### src/hdl/pai_pkg.sv
// Shared constants and types for the polygon area and point-inside core.
package pai_pkg;

    localparam int COORD_BITS   = 24;
    localparam int MAX_VERTICES = 1024;
    localparam int MIN_VERTICES = 3;
    localparam int AREA_W       = 59;

    localparam int DIFF_W = COORD_BITS + 1;
    localparam int PROD_W = 2 * DIFF_W;
    localparam int SUM_W  = AREA_W + 1;
    localparam int XI_W   = DIFF_W + 2;
    localparam int CNT_W  = $clog2(MAX_VERTICES + 1);
    localparam int STEP_W = $clog2(DIFF_W);
    localparam int NUM_MUL = 3;

    localparam int APB_W  = 32;
    localparam int ADDR_W = 3;

    localparam logic [ADDR_W-1:0] REG_TEST_X = ADDR_W'(0);
    localparam logic [ADDR_W-1:0] REG_TEST_Y = ADDR_W'(4);

    localparam logic signed [AREA_W-1:0] AREA_MAX = {1'b0, {(AREA_W-1){1'b1}}};
    localparam logic signed [AREA_W-1:0] AREA_MIN = {1'b1, {(AREA_W-1){1'b0}}};

    typedef enum logic [1:0] {
        LC_DEGEN = 2'd0,
        LC_OUTER = 2'd1,
        LC_HOLE  = 2'd2
    } t_loop_class;

endpackage

### src/hdl/polygon_area_and_point_inside_core.sv
// Polygon twice-area and crossing-parity core with bit-serial multiply and divide.
//
//  channel  | handshake                    | payload
//  ---------+------------------------------+---------------------------------------------
//  vertex   | i_in_valid / o_in_stall      | i_vertex_x, i_vertex_y, i_last_vertex
//  result   | o_out_valid / i_out_stall    | o_twice_area, o_inside_res, o_loop_class,
//           |                              | o_too_many
//  config   | psel/penable/pwrite, pready  | paddr, pwdata, prdata
//
//  First vertex of a path: stored in the idle state. Every edge: an accept, 25 multiply
//  steps, an accumulate state and a finish state, plus 25 divide steps when the edge
//  straddles test_y. The last vertex also runs the closing edge and then the result
//  state. Edge time is set by the shared shift-add multipliers and the
//  restoring divider.
//  Synchronous active-low reset; no clearing pass after reset.
//  o_in_stall is high while a request is in work; a held result does not block the next
//  vertex until that path's result is due.
module polygon_area_and_point_inside_core (
    input  logic                                     i_clk,
    input  logic                                     i_rst_n,
    input  logic                                     i_in_valid,
    output logic                                     o_in_stall,
    input  logic signed [pai_pkg::COORD_BITS-1:0]    i_vertex_x,
    input  logic signed [pai_pkg::COORD_BITS-1:0]    i_vertex_y,
    input  logic                                     i_last_vertex,
    output logic                                     o_out_valid,
    input  logic                                     i_out_stall,
    output logic signed [pai_pkg::AREA_W-1:0]        o_twice_area,
    output logic                                     o_inside_res,
    output logic [1:0]                               o_loop_class,
    output logic                                     o_too_many,
    input  logic                                     psel,
    input  logic                                     penable,
    input  logic                                     pwrite,
    input  logic [pai_pkg::ADDR_W-1:0]               paddr,
    input  logic [pai_pkg::APB_W-1:0]                pwdata,
    output logic [pai_pkg::APB_W-1:0]                prdata,
    output logic                                     pready
);

    localparam int CW = pai_pkg::COORD_BITS;
    localparam int DW = pai_pkg::DIFF_W;
    localparam int PW = pai_pkg::PROD_W;
    localparam int SW = pai_pkg::SUM_W;
    localparam int AW = pai_pkg::AREA_W;
    localparam int XW = pai_pkg::XI_W;
    localparam int NM = pai_pkg::NUM_MUL;

    typedef enum logic [5:0] {
        ST_IDLE = 6'b000001,
        ST_MUL  = 6'b000010,
        ST_ACC  = 6'b000100,
        ST_DIV  = 6'b001000,
        ST_FIN  = 6'b010000,
        ST_OUT  = 6'b100000
    } t_state;

    t_state n_state, r_state;

    logic signed [CW-1:0] r_test_x, r_test_y;

    logic signed [CW-1:0] r_first_x, r_first_y, n_first_x, n_first_y;
    logic signed [CW-1:0] r_prev_x, r_prev_y, n_prev_x, n_prev_y;
    logic [pai_pkg::CNT_W-1:0] r_count, n_count;
    logic signed [AW-1:0] r_area, n_area;
    logic r_parity, n_parity;
    logic r_overflow, n_overflow;
    logic r_last, n_last;
    logic r_close_pend, n_close_pend;

    logic signed [CW-1:0] r_ex1, n_ex1;
    logic r_straddle, n_straddle;
    logic r_den_neg, n_den_neg;
    logic [DW-1:0] r_den_mag, n_den_mag;

    logic signed [PW-1:0] r_mc [NM];
    logic signed [PW-1:0] n_mc [NM];
    logic [DW-1:0] r_mp [NM];
    logic [DW-1:0] n_mp [NM];
    logic signed [PW-1:0] r_acc [NM];
    logic signed [PW-1:0] n_acc [NM];
    logic signed [PW-1:0] m_add [NM];
    logic [pai_pkg::STEP_W-1:0] r_cnt, n_cnt;

    logic r_neg, n_neg;
    logic [PW-1:0] r_rem, n_rem;
    logic [PW-1:0] r_dsr, n_dsr;
    logic [DW-1:0] r_quo, n_quo;

    logic r_out_valid, n_out_valid;
    logic signed [AW-1:0] r_out_area, n_out_area;
    logic r_out_inside, n_out_inside;
    logic [1:0] r_out_class, n_out_class;
    logic r_out_too_many, n_out_too_many;

    logic e_start;
    logic signed [CW-1:0] e_x1, e_y1, e_x2, e_y2;
    logic signed [DW-1:0] e_den;
    logic signed [DW-1:0] e_a [NM];
    logic signed [DW-1:0] e_b [NM];

    logic signed [SW-1:0] c_cross, c_sum;
    logic signed [AW-1:0] c_area_sat;
    logic c_num_neg;
    logic [PW-1:0] c_num_mag;
    logic [PW:0] c_diff;
    logic signed [XW-1:0] c_q_pos, c_xi;
    logic c_hit;
    logic c_last_step;
    logic c_enough;
    logic cfg_wr;

    assign pready      = 1'b1;
    assign o_in_stall  = (r_state != ST_IDLE);
    assign o_out_valid = r_out_valid;
    assign o_twice_area = r_out_area;
    assign o_inside_res = r_out_inside;
    assign o_loop_class = r_out_class;
    assign o_too_many   = r_out_too_many;

    assign cfg_wr = psel && penable && pwrite;
    assign prdata = (paddr[2] == pai_pkg::REG_TEST_Y[2]) ?
                    pai_pkg::APB_W'(r_test_y) : pai_pkg::APB_W'(r_test_x);

    assign c_cross = SW'(r_acc[0]) - SW'(r_acc[1]);
    assign c_sum   = SW'(r_area) + c_cross;
    assign c_area_sat = (c_sum[SW-1] != c_sum[SW-2]) ?
                        (c_sum[SW-1] ? pai_pkg::AREA_MIN : pai_pkg::AREA_MAX) :
                        c_sum[AW-1:0];
    assign c_num_neg = r_acc[2][PW-1];
    assign c_num_mag = c_num_neg ? PW'(-r_acc[2]) : PW'(r_acc[2]);
    assign c_diff    = {1'b0, r_rem} - {1'b0, r_dsr};
    assign c_q_pos   = signed'(XW'(r_quo));
    assign c_xi      = XW'(r_ex1) + (r_neg ? -c_q_pos : c_q_pos);
    assign c_hit     = (XW'(r_test_x) < c_xi);
    assign c_last_step = (r_cnt == pai_pkg::STEP_W'(DW - 1));
    assign c_enough  = (r_count >= pai_pkg::CNT_W'(pai_pkg::MIN_VERTICES));
    assign e_den     = DW'(e_y2) - DW'(e_y1);

    always_comb begin
        n_state      = r_state;
        n_first_x    = r_first_x;
        n_first_y    = r_first_y;
        n_prev_x     = r_prev_x;
        n_prev_y     = r_prev_y;
        n_count      = r_count;
        n_area       = r_area;
        n_parity     = r_parity;
        n_overflow   = r_overflow;
        n_last       = r_last;
        n_close_pend = r_close_pend;
        n_ex1        = r_ex1;
        n_straddle   = r_straddle;
        n_den_neg    = r_den_neg;
        n_den_mag    = r_den_mag;
        n_cnt        = r_cnt;
        n_neg        = r_neg;
        n_rem        = r_rem;
        n_dsr        = r_dsr;
        n_quo        = r_quo;
        n_out_valid    = r_out_valid && i_out_stall;
        n_out_area     = r_out_area;
        n_out_inside   = r_out_inside;
        n_out_class    = r_out_class;
        n_out_too_many = r_out_too_many;
        e_start = 1'b0;
        e_x1    = r_prev_x;
        e_y1    = r_prev_y;
        e_x2    = r_first_x;
        e_y2    = r_first_y;
        for (int k = 0; k < NM; k++) begin
            n_mc[k]  = r_mc[k];
            n_mp[k]  = r_mp[k];
            n_acc[k] = r_acc[k];
            m_add[k] = r_mp[k][0] ? r_mc[k] : '0;
        end

        case (r_state)
            ST_IDLE: begin
                if (i_in_valid) begin
                    n_prev_x = i_vertex_x;
                    n_prev_y = i_vertex_y;
                    n_last   = i_last_vertex;
                    if (r_count >= pai_pkg::CNT_W'(pai_pkg::MAX_VERTICES)) begin
                        n_overflow = 1'b1;
                    end else begin
                        n_count = r_count + 1'b1;
                    end
                    if (r_count != '0) begin
                        e_start      = 1'b1;
                        e_x2         = i_vertex_x;
                        e_y2         = i_vertex_y;
                        n_close_pend = i_last_vertex;
                        n_state      = ST_MUL;
                    end else begin
                        n_first_x = i_vertex_x;
                        n_first_y = i_vertex_y;
                        n_state   = i_last_vertex ? ST_OUT : ST_IDLE;
                    end
                end
            end
            ST_MUL: begin
                for (int k = 0; k < NM; k++) begin
                    n_acc[k] = c_last_step ? r_acc[k] - m_add[k] : r_acc[k] + m_add[k];
                    n_mc[k]  = r_mc[k] <<< 1;
                    n_mp[k]  = r_mp[k] >> 1;
                end
                n_cnt = r_cnt + 1'b1;
                if (c_last_step) begin
                    n_state = ST_ACC;
                end
            end
            ST_ACC: begin
                n_area  = c_area_sat;
                n_neg   = c_num_neg ^ r_den_neg;
                n_rem   = c_num_mag;
                n_dsr   = PW'(r_den_mag) << (DW - 1);
                n_quo   = '0;
                n_cnt   = '0;
                n_state = r_straddle ? ST_DIV : ST_FIN;
            end
            ST_DIV: begin
                if (!c_diff[PW]) begin
                    n_rem = c_diff[PW-1:0];
                end
                n_quo = {r_quo[DW-2:0], !c_diff[PW]};
                n_dsr = r_dsr >> 1;
                n_cnt = r_cnt + 1'b1;
                if (c_last_step) begin
                    n_state = ST_FIN;
                end
            end
            ST_FIN: begin
                if (r_straddle && c_hit) begin
                    n_parity = !r_parity;
                end
                if (r_close_pend) begin
                    e_start      = 1'b1;
                    n_close_pend = 1'b0;
                    n_state      = ST_MUL;
                end else begin
                    n_state = r_last ? ST_OUT : ST_IDLE;
                end
            end
            ST_OUT: begin
                if (!r_out_valid || !i_out_stall) begin
                    n_out_valid    = 1'b1;
                    n_out_area     = c_enough ? r_area : '0;
                    n_out_inside   = c_enough && r_parity;
                    n_out_too_many = r_overflow;
                    if (!c_enough || r_area == '0) begin
                        n_out_class = pai_pkg::LC_DEGEN;
                    end else if (r_area[AW-1]) begin
                        n_out_class = pai_pkg::LC_HOLE;
                    end else begin
                        n_out_class = pai_pkg::LC_OUTER;
                    end
                    n_first_x  = '0;
                    n_first_y  = '0;
                    n_prev_x   = '0;
                    n_prev_y   = '0;
                    n_count    = '0;
                    n_area     = '0;
                    n_parity   = 1'b0;
                    n_overflow = 1'b0;
                    n_state    = ST_IDLE;
                end
            end
            default: begin
                n_state = ST_IDLE;
            end
        endcase

        // edge (x1,y1) -> (x2,y2): x1*y2, x2*y1, (ty-y1)*(x2-x1)
        e_a[0] = DW'(e_x1);
        e_b[0] = DW'(e_y2);
        e_a[1] = DW'(e_x2);
        e_b[1] = DW'(e_y1);
        e_a[2] = DW'(e_x2) - DW'(e_x1);
        e_b[2] = DW'(r_test_y) - DW'(e_y1);
        if (e_start) begin
            n_ex1      = e_x1;
            n_straddle = (e_y1 > r_test_y) != (e_y2 > r_test_y);
            n_den_neg  = e_den[DW-1];
            n_den_mag  = e_den[DW-1] ? DW'(-e_den) : DW'(e_den);
            n_cnt      = '0;
            for (int k = 0; k < NM; k++) begin
                n_mc[k]  = PW'(e_a[k]);
                n_mp[k]  = e_b[k];
                n_acc[k] = '0;
            end
        end
    end

    always_ff @(posedge i_clk) begin
        if (!i_rst_n) begin
            r_state      <= ST_IDLE;
            r_test_x     <= '0;
            r_test_y     <= '0;
            r_count      <= '0;
            r_area       <= '0;
            r_parity     <= 1'b0;
            r_overflow   <= 1'b0;
            r_close_pend <= 1'b0;
            r_out_valid  <= 1'b0;
            r_first_x    <= '0;
            r_first_y    <= '0;
            r_prev_x     <= '0;
            r_prev_y     <= '0;
        end else begin
            r_state      <= n_state;
            r_count      <= n_count;
            r_area       <= n_area;
            r_parity     <= n_parity;
            r_overflow   <= n_overflow;
            r_close_pend <= n_close_pend;
            r_out_valid  <= n_out_valid;
            r_first_x    <= n_first_x;
            r_first_y    <= n_first_y;
            r_prev_x     <= n_prev_x;
            r_prev_y     <= n_prev_y;
            if (cfg_wr) begin
                if (paddr[2] == pai_pkg::REG_TEST_Y[2]) begin
                    r_test_y <= pwdata[CW-1:0];
                end else begin
                    r_test_x <= pwdata[CW-1:0];
                end
            end
        end
    end

    always_ff @(posedge i_clk) begin
        r_last         <= n_last;
        r_ex1          <= n_ex1;
        r_straddle     <= n_straddle;
        r_den_neg      <= n_den_neg;
        r_den_mag      <= n_den_mag;
        r_cnt          <= n_cnt;
        r_neg          <= n_neg;
        r_rem          <= n_rem;
        r_dsr          <= n_dsr;
        r_quo          <= n_quo;
        r_out_area     <= n_out_area;
        r_out_inside   <= n_out_inside;
        r_out_class    <= n_out_class;
        r_out_too_many <= n_out_too_many;
        for (int k = 0; k < NM; k++) begin
            r_mc[k]  <= n_mc[k];
            r_mp[k]  <= n_mp[k];
            r_acc[k] <= n_acc[k];
        end
    end

`ifndef NO_ASSERTIONS
    a_count_bound: assert property (@(posedge i_clk) disable iff (!i_rst_n)
        r_count <= pai_pkg::CNT_W'(pai_pkg::MAX_VERTICES))
        else $error("vertex count above bound");

    a_overflow_full: assert property (@(posedge i_clk) disable iff (!i_rst_n)
        r_overflow |-> r_count == pai_pkg::CNT_W'(pai_pkg::MAX_VERTICES))
        else $error("overflow flagged before count saturated");

    a_div_straddle: assert property (@(posedge i_clk) disable iff (!i_rst_n)
        (r_state == ST_DIV) |-> r_straddle)
        else $error("divide run on an edge that does not straddle");

    a_empty_path: assert property (@(posedge i_clk) disable iff (!i_rst_n)
        (r_count == '0) |-> (r_area == '0 && !r_parity && !r_overflow))
        else $error("path state not clear with no vertices");

    a_class_sign: assert property (@(posedge i_clk) disable iff (!i_rst_n)
        (r_out_valid && r_out_class == pai_pkg::LC_OUTER) |->
        (!r_out_area[AW-1] && r_out_area != '0))
        else $error("outer class with non-positive area");
`endif

endmodule
### config.mk
export PLATFORM = sky130hd
export DESIGN_NAME = polygon_area_and_point_inside_core
export DESIGN_NICKNAME = d
export VERILOG_FILES = /design/src/hdl/pai_pkg.sv /design/src/hdl/polygon_area_and_point_inside_core.sv
export SDC_FILE = /design/constraint.sdc
export NUM_CORES = 2
export LEC_CHECK = 0
export ABC_CLOCK_PERIOD_IN_PS = 27400
export BUFFER_PORTS_ARGS = -buffer_cell sky130_fd_sc_hd__buf_2
export CORE_ASPECT_RATIO = 1.5
export CORE_MARGIN = 1.5
export CORE_UTILIZATION = 33
export CTS_CLUSTER_DIAMETER = 80
export DETAILED_ROUTE_END_ITERATION = 8
export PLACE_DENSITY_LB_ADDON = 0.08
export SETUP_SLACK_MARGIN = 0.5
export SYNTH_ARGS = -nofsm -noshare
export SYNTH_HDL_FRONTEND = slang
export SYNTH_SLANG_ARGS = --single-unit
### constraint.sdc
create_clock -name i_clk -period 27.4 [get_ports i_clk]
set_input_delay 5.48 -clock i_clk [delete_from_list [all_inputs] [get_ports i_clk]]
set_output_delay 5.48 -clock i_clk [all_outputs]
set_load 0.02 [all_outputs]
# Word-level counts from Yosys, hierarchy flattened
# Memories as Yosys holds them, arrays and structs flattened.
# Cells that the tools add are included.
dict set report totals {
  ff_bits 470
  latch_bits 0
  mem_bits_rw 375
  rom_bits 0
  inputBits 91
  output_inout_bits 98
  elab_cells 182
  memories 3
}
dict set report classes {
  add_sub_neg 18
  multipliers 0
  div 0
  magnitude_cmp 5
  eq_ne 20
  shifts 0
  muxes 72
  bitwise_logic 2
  n_reduce_logical 34
}
# memory depth width rd rd_ports_with_merged_regs write_ports line
set mem_list {}
lappend mem_list {r_acc 3 50 3 0 3 polygon_area_and_point_inside_core.sv:80} ;# logic signed [PW-1:0] r_acc [NM];
lappend mem_list {r_mc 3 50 3 0 3 polygon_area_and_point_inside_core.sv:76} ;# logic signed [PW-1:0] r_mc [NM];
lappend mem_list {r_mp 3 25 3 0 3 polygon_area_and_point_inside_core.sv:78} ;# logic [DW-1:0] r_mp [NM];
# cell count
set ops {}
lappend ops {{150-bit 2-to-1 mux} 4}
lappend ops {{50-bit 2-to-1 mux} 8}
lappend ops {{24-bit 2-to-1 mux} 14}
lappend ops {{50-bit one-hot mux with 2 select lines} 2}
lappend ops {{24-bit one-hot mux with 2 select lines} 4}
lappend ops {{59-bit 2-to-1 mux} 3}
lappend ops {{50-bit adder} 3}
lappend ops {{75-bit 2-to-1 mux} 2}
lappend ops {{50-bit subtractor} 3}
lappend ops {{59-bit one-hot mux with 2 select lines} 1}
lappend ops {{50-bit by 50-bit subtractor with 51-bit output} 2}
lappend ops {{24-bit by 24-bit subtractor with 25-bit output} 3}
lappend ops {{59-bit by 51-bit adder with 60-bit output} 1}
lappend ops {{59-bit zero test} 1}
lappend ops {{50-bit negation} 1}
lappend ops {{25-bit one-hot mux with 2 select lines} 1}
lappend ops {{24-bit > comparator} 2}
lappend ops {{6-bit 2-to-1 mux} 8}
lappend ops {{6-bit one-hot mux with 6 select lines} 1}
lappend ops {{11-bit 2-to-1 mux} 3}
lappend ops {{32-bit 2-to-1 mux} 1}
lappend ops {{24-bit by 27-bit adder with 27-bit output} 1}
lappend ops {{24-bit by 27-bit < comparator with 1-bit output} 1}
lappend ops {{27-bit 2-to-1 mux} 1}
lappend ops {{33 further kinds} 80}

# Longest topological paths before layout
dict set report depth {
  word_depth 7
  ltp_mapped 29
  ltp_nobuf 28
}

# Least setup slack after synthesis
# OpenSTA, ideal clock, no wires.
dict set report synth_path {
  path_kind {input-to-reg}
  startpoint {input port i_in_valid}
  endpoint {memory r_mc[0][0] (netlist bit), enable pin}
  setup_ps 1969
  t_arrival_ps 10764
  t_required_ps 25431
  slack_ps 14667
  stages 8
  path_buffers 1
  path_cell_list {inv_1 nor2_1 nand2_1 and2_1 clkbuf_1 inv_1 nor2_1 clkinv_1}
}
# element line
set synth_rtl {}
lappend synth_rtl {{from (decl)} polygon_area_and_point_inside_core.sv:21} ;# input logic i_in_valid,
lappend synth_rtl {{to (decl)} polygon_area_and_point_inside_core.sv:76}

# Worst setup path after layout
dict set report layout_path {
  startpoint {input port paddr[2] (netlist bit)}
  endpoint {output port prdata[27] (netlist bit)}
}
dict set report layout_between {
  elab_chain_cells 1
}
# element line
set layout_lines {}
lappend layout_lines {{from (decl)} polygon_area_and_point_inside_core.sv:35} ;# input logic [pai_pkg::ADDR_W-1:0] paddr,
lappend layout_lines {{32-bit 2-to-1 mux} polygon_area_and_point_inside_core.sv:122} ;# assign prdata = (paddr[2] == pai_pkg::REG_TEST_Y[2]) ?
lappend layout_lines {{to (decl)} polygon_area_and_point_inside_core.sv:37} ;# output logic [pai_pkg::APB_W-1:0] prdata,
# Every way passes these cells.

==> results.sh <==
export IMPL_antenna_found_initial=15
export IMPL_startpoint="paddr[2]"
export IMPL_r2r_start="r_state[3]$_SDFFE_PN0P_"
export IMPL_r2r_cells=21
export IMPL_die_w_um=350
export IMPL_post_cts_setup_buffers=0
export IMPL_synth_nets=7666
export IMPL_ctsHoldBuffers=0
export IMPL_power_uw=8700
export IMPL_grt_max_degree=96
export IMPL_hold_class="flip-flop to flip-flop"
export IMPL_path_common_cell="buf_2"
export IMPL_place_hpwl_um=156000
export IMPL_critPathBufInv=2
export IMPL_cp_required_ns=21.92
export IMPL_ys_warn_count=0
export IMPL_worstSetupPathType="input port to primary output"
export IMPL_synth_top_area_share=0.234
export IMPL_io_buffer_count=177
export IMPL_clkTransAtPathRegs_ns=0.06
export IMPL_cts_sinks=844
export IMPL_clockRootBuffer="clkbuf_16"
export IMPL_holdWs_ns=0.441
export IMPL_syn_area_um2=59600
export IMPL_p_leak_uw=0.0270
export IMPL_clock_skew_ns=0.0403
export IMPL_critical_path_top_delay_family="buffers and inverters"
export IMPL_grt_use_total=0.217
export IMPL_vias=50200
export IMPL_switching_share=0.485
export IMPL_cts_tree="done"
export IMPL_pin_count=189
export IMPL_clk_path_buf_depth=3
export IMPL_crit_path_end_kind="primary output"
export IMPL_synth_seq_cells=844
export IMPL_cp_num_cells=3
export IMPL_worstSkewPairLatency_ns=0.75
export IMPL_core_area_um2=179000
export IMPL_start_kind="input port"
export IMPL_final_area_um2=66200
export IMPL_hold_start="r_overflow$_SDFFE_PN0P_"
export IMPL_place_congestion=0.912
export IMPL_combinationalPowerShare=0.609
export IMPL_report_final_slew_viol_count=0
export IMPL_yosysSeqAreaShare=0.362
export IMPL_layout_cells_non_filler=9578
export IMPL_synth_edf_count=465
export IMPL_crit_arrival_ns=6.67
export IMPL_drc=0
export IMPL_drtIter0Drc=2298
export IMPL_nNetsFinal=7668
export IMPL_period_minus_slack_ns=12.15
export IMPL_drt_pass1_iter_count=5
export IMPL_slew_headroom=0.146
export IMPL_ant_nets=0
export IMPL_grt_pass1_vias=50800
export IMPL_place_inst=9391
export IMPL_row_count=190
export IMPL_syn_to_final_growth_pct=11.0
export IMPL_pwr_share_seq=0.230
export IMPL_cp_cell_sequence="buf_2, mux2_2, buf_2"
export IMPL_crit_fanout=27
export IMPL_intPower_uw=4480
export IMPL_ir_drop_mv=0.380
export IMPL_final_common_cell="nand2_1"
export IMPL_rsz0062_at_grt="no"
export IMPL_fin_tns_setup_ns=0
export IMPL_period_share=0.443
export IMPL_placed_area_um2=62800
export IMPL_r2r_slack_ns=19.58
export IMPL_async_reset_ff_frac=0
export IMPL_routedWlPerCell_um=21.0
export IMPL_drv_cap=0
export IMPL_yosysUniqueCellTypes=85
export IMPL_drive_gt1_frac=0.0772
export IMPL_h_tree_depth=3
export IMPL_hold_path_end="o_too_many$_DFFE_PP_"
export IMPL_cts_resized_gates=0
export IMPL_synth_area_leaders="edfxtp_1 23%, dfxtp_1 13%, ha_1 8.8%"
export IMPL_slowest_stage="mux2_2"
export IMPL_synth_ff_type="edfxtp_1"
export IMPL_p_sw_uw=4220
export IMPL_setup_violations=0
export IMPL_cts_made_buffers=97
export IMPL_start_util=0.333
export IMPL_gr_total_overflow=0
export IMPL_powerDensity_nw_per_um2=131
export IMPL_max_stage_delay_ns=0.50
export IMPL_syn_area_per_cell_um2=8.41
export IMPL_whs_path_depth=0
export IMPL_tightest_slew_ns=1.27
export IMPL_fmax_mhz=82.3
export IMPL_outcome="finished clean"
export IMPL_grt_pass1_wl_um=307000
export IMPL_yosys_area_top_type="edfxtp_1"
export IMPL_totalWireLength_um=201000
export IMPL_die_h_um=523
export IMPL_reg2reg_to="r_den_mag[23]$_DFFE_PP_"
export IMPL_pwr_share_clk=0.161
export IMPL_die_area_um2=183000
export IMPL_final_cell_mix="905 x nand2_1, 763 x a21oi_1, 591 x nor2_1, 467 x o21ai_0, 465 x edfxtp_1"
export IMPL_post_drt_via_cell_ratio=5.24
export IMPL_finalHoldViolCount=0
export IMPL_syn_inst=7088
-- through the flow --
step / worst slack, ns / util
after floorplan: 14.67 / -
after global placement: 15.24 / 0.351
after detailed placement: 15.23 / 0.351
after CTS: 15.23 / 0.370
after global routing: 15.19 / 0.370
final: 15.25 / 0.370
-- Yosys cell counts (69+ instances only) --
master	instances
a21o_1	263
a21oi_1	765
clkbuf_1	303
dfxtp_1	379
edfxtp_1	465
ha_1	420
inv_1	457
mux2_2	72
nand2_1	908
nand2b_1	75
nand3_1	188
nand4_1	74
nor2_1	594
nor3_1	79
o21a_1	71
o21ai_0	468
o21bai_1	70
o31ai_1	69
xnor2_1	290
xor2_1	197
-- state kept, by name (all words and copies together), names as in the netlist, 2 cells and up --
name / cells
r_den_mag: 25
o_loop_class: 2
r_area: 59
r_ex1: 24
r_mc: 150
o_twice_area: 59
r_first_x: 24
r_first_y: 24
r_test_x: 24
r_quo: 25
r_mp: 75
e_y1: 24
r_rem: 50
e_x1: 24
r_dsr: 49
r_test_y: 24
r_count: 11
r_cnt: 5
r_acc: 150
r_state: 6
-- per-layer routing --
metal / global-route usage / wire length, um
met1: 0.232 / 77800
met2: 0.425 / 108000
met3: 0.0228 / 5820
met4: 0.0938 / 8550
met5: 0 / 93
-- worst reg2reg max path: cells and delay by family, from the launching register on --
kind            cells  cell delay [ns]
simple gates       11             3.47
compound gates      4             1.40
mux                 1             0.74
xor+xnor            2             0.57
buf+inv             1             0.51
fa+ha+maj           2             0.51
flops               1             0.36
-- cell type report --
class	instances	area, um^2
inverter	463	1760
timing repair buffer	249	1430
clock inverter	61	786
fill	18700	113000
sequential	844	21600
tap	2400	3000
multi-input combinational	5435	35100
clock buffer	121	2570
antenna	5	12.5
-- worst max-delay path by stage --
stage	endpoint	slack [ns]
2_1_floorplan	r_mc[0][0]$_SDFFCE_PN0P_	14.67
3_3_place_gp	prdata[25]	15.24
3_5_place_dp	prdata[27]	15.23
4_1_cts	prdata[27]	15.23
5_1_grt	prdata[29]	15.19
6_report	prdata[27]	15.25
-- cell families after synthesis --
group,after synthesis,synth area share
simple gates,2280,0.173
compound gates,2095,0.215
flops,844,0.362
buf+inv,809,0.0516
fa+ha+maj,487,0.111
xor+xnor,487,0.0716
mux,85,0.0158
other cells,1,0.0000629
-- power groups by stage --
stage	Combinational (uW)	Clock, uW	Sequential [uW]
floorplan	3900	0	1930
global placement	5280	0	2020
detailed placement	5310	0	2020
CTS	5330	1450	2000
global route	5910	1490	2030
finish	5300	1400	2000
No activity file was read; power rests on OpenSTA's default activity.
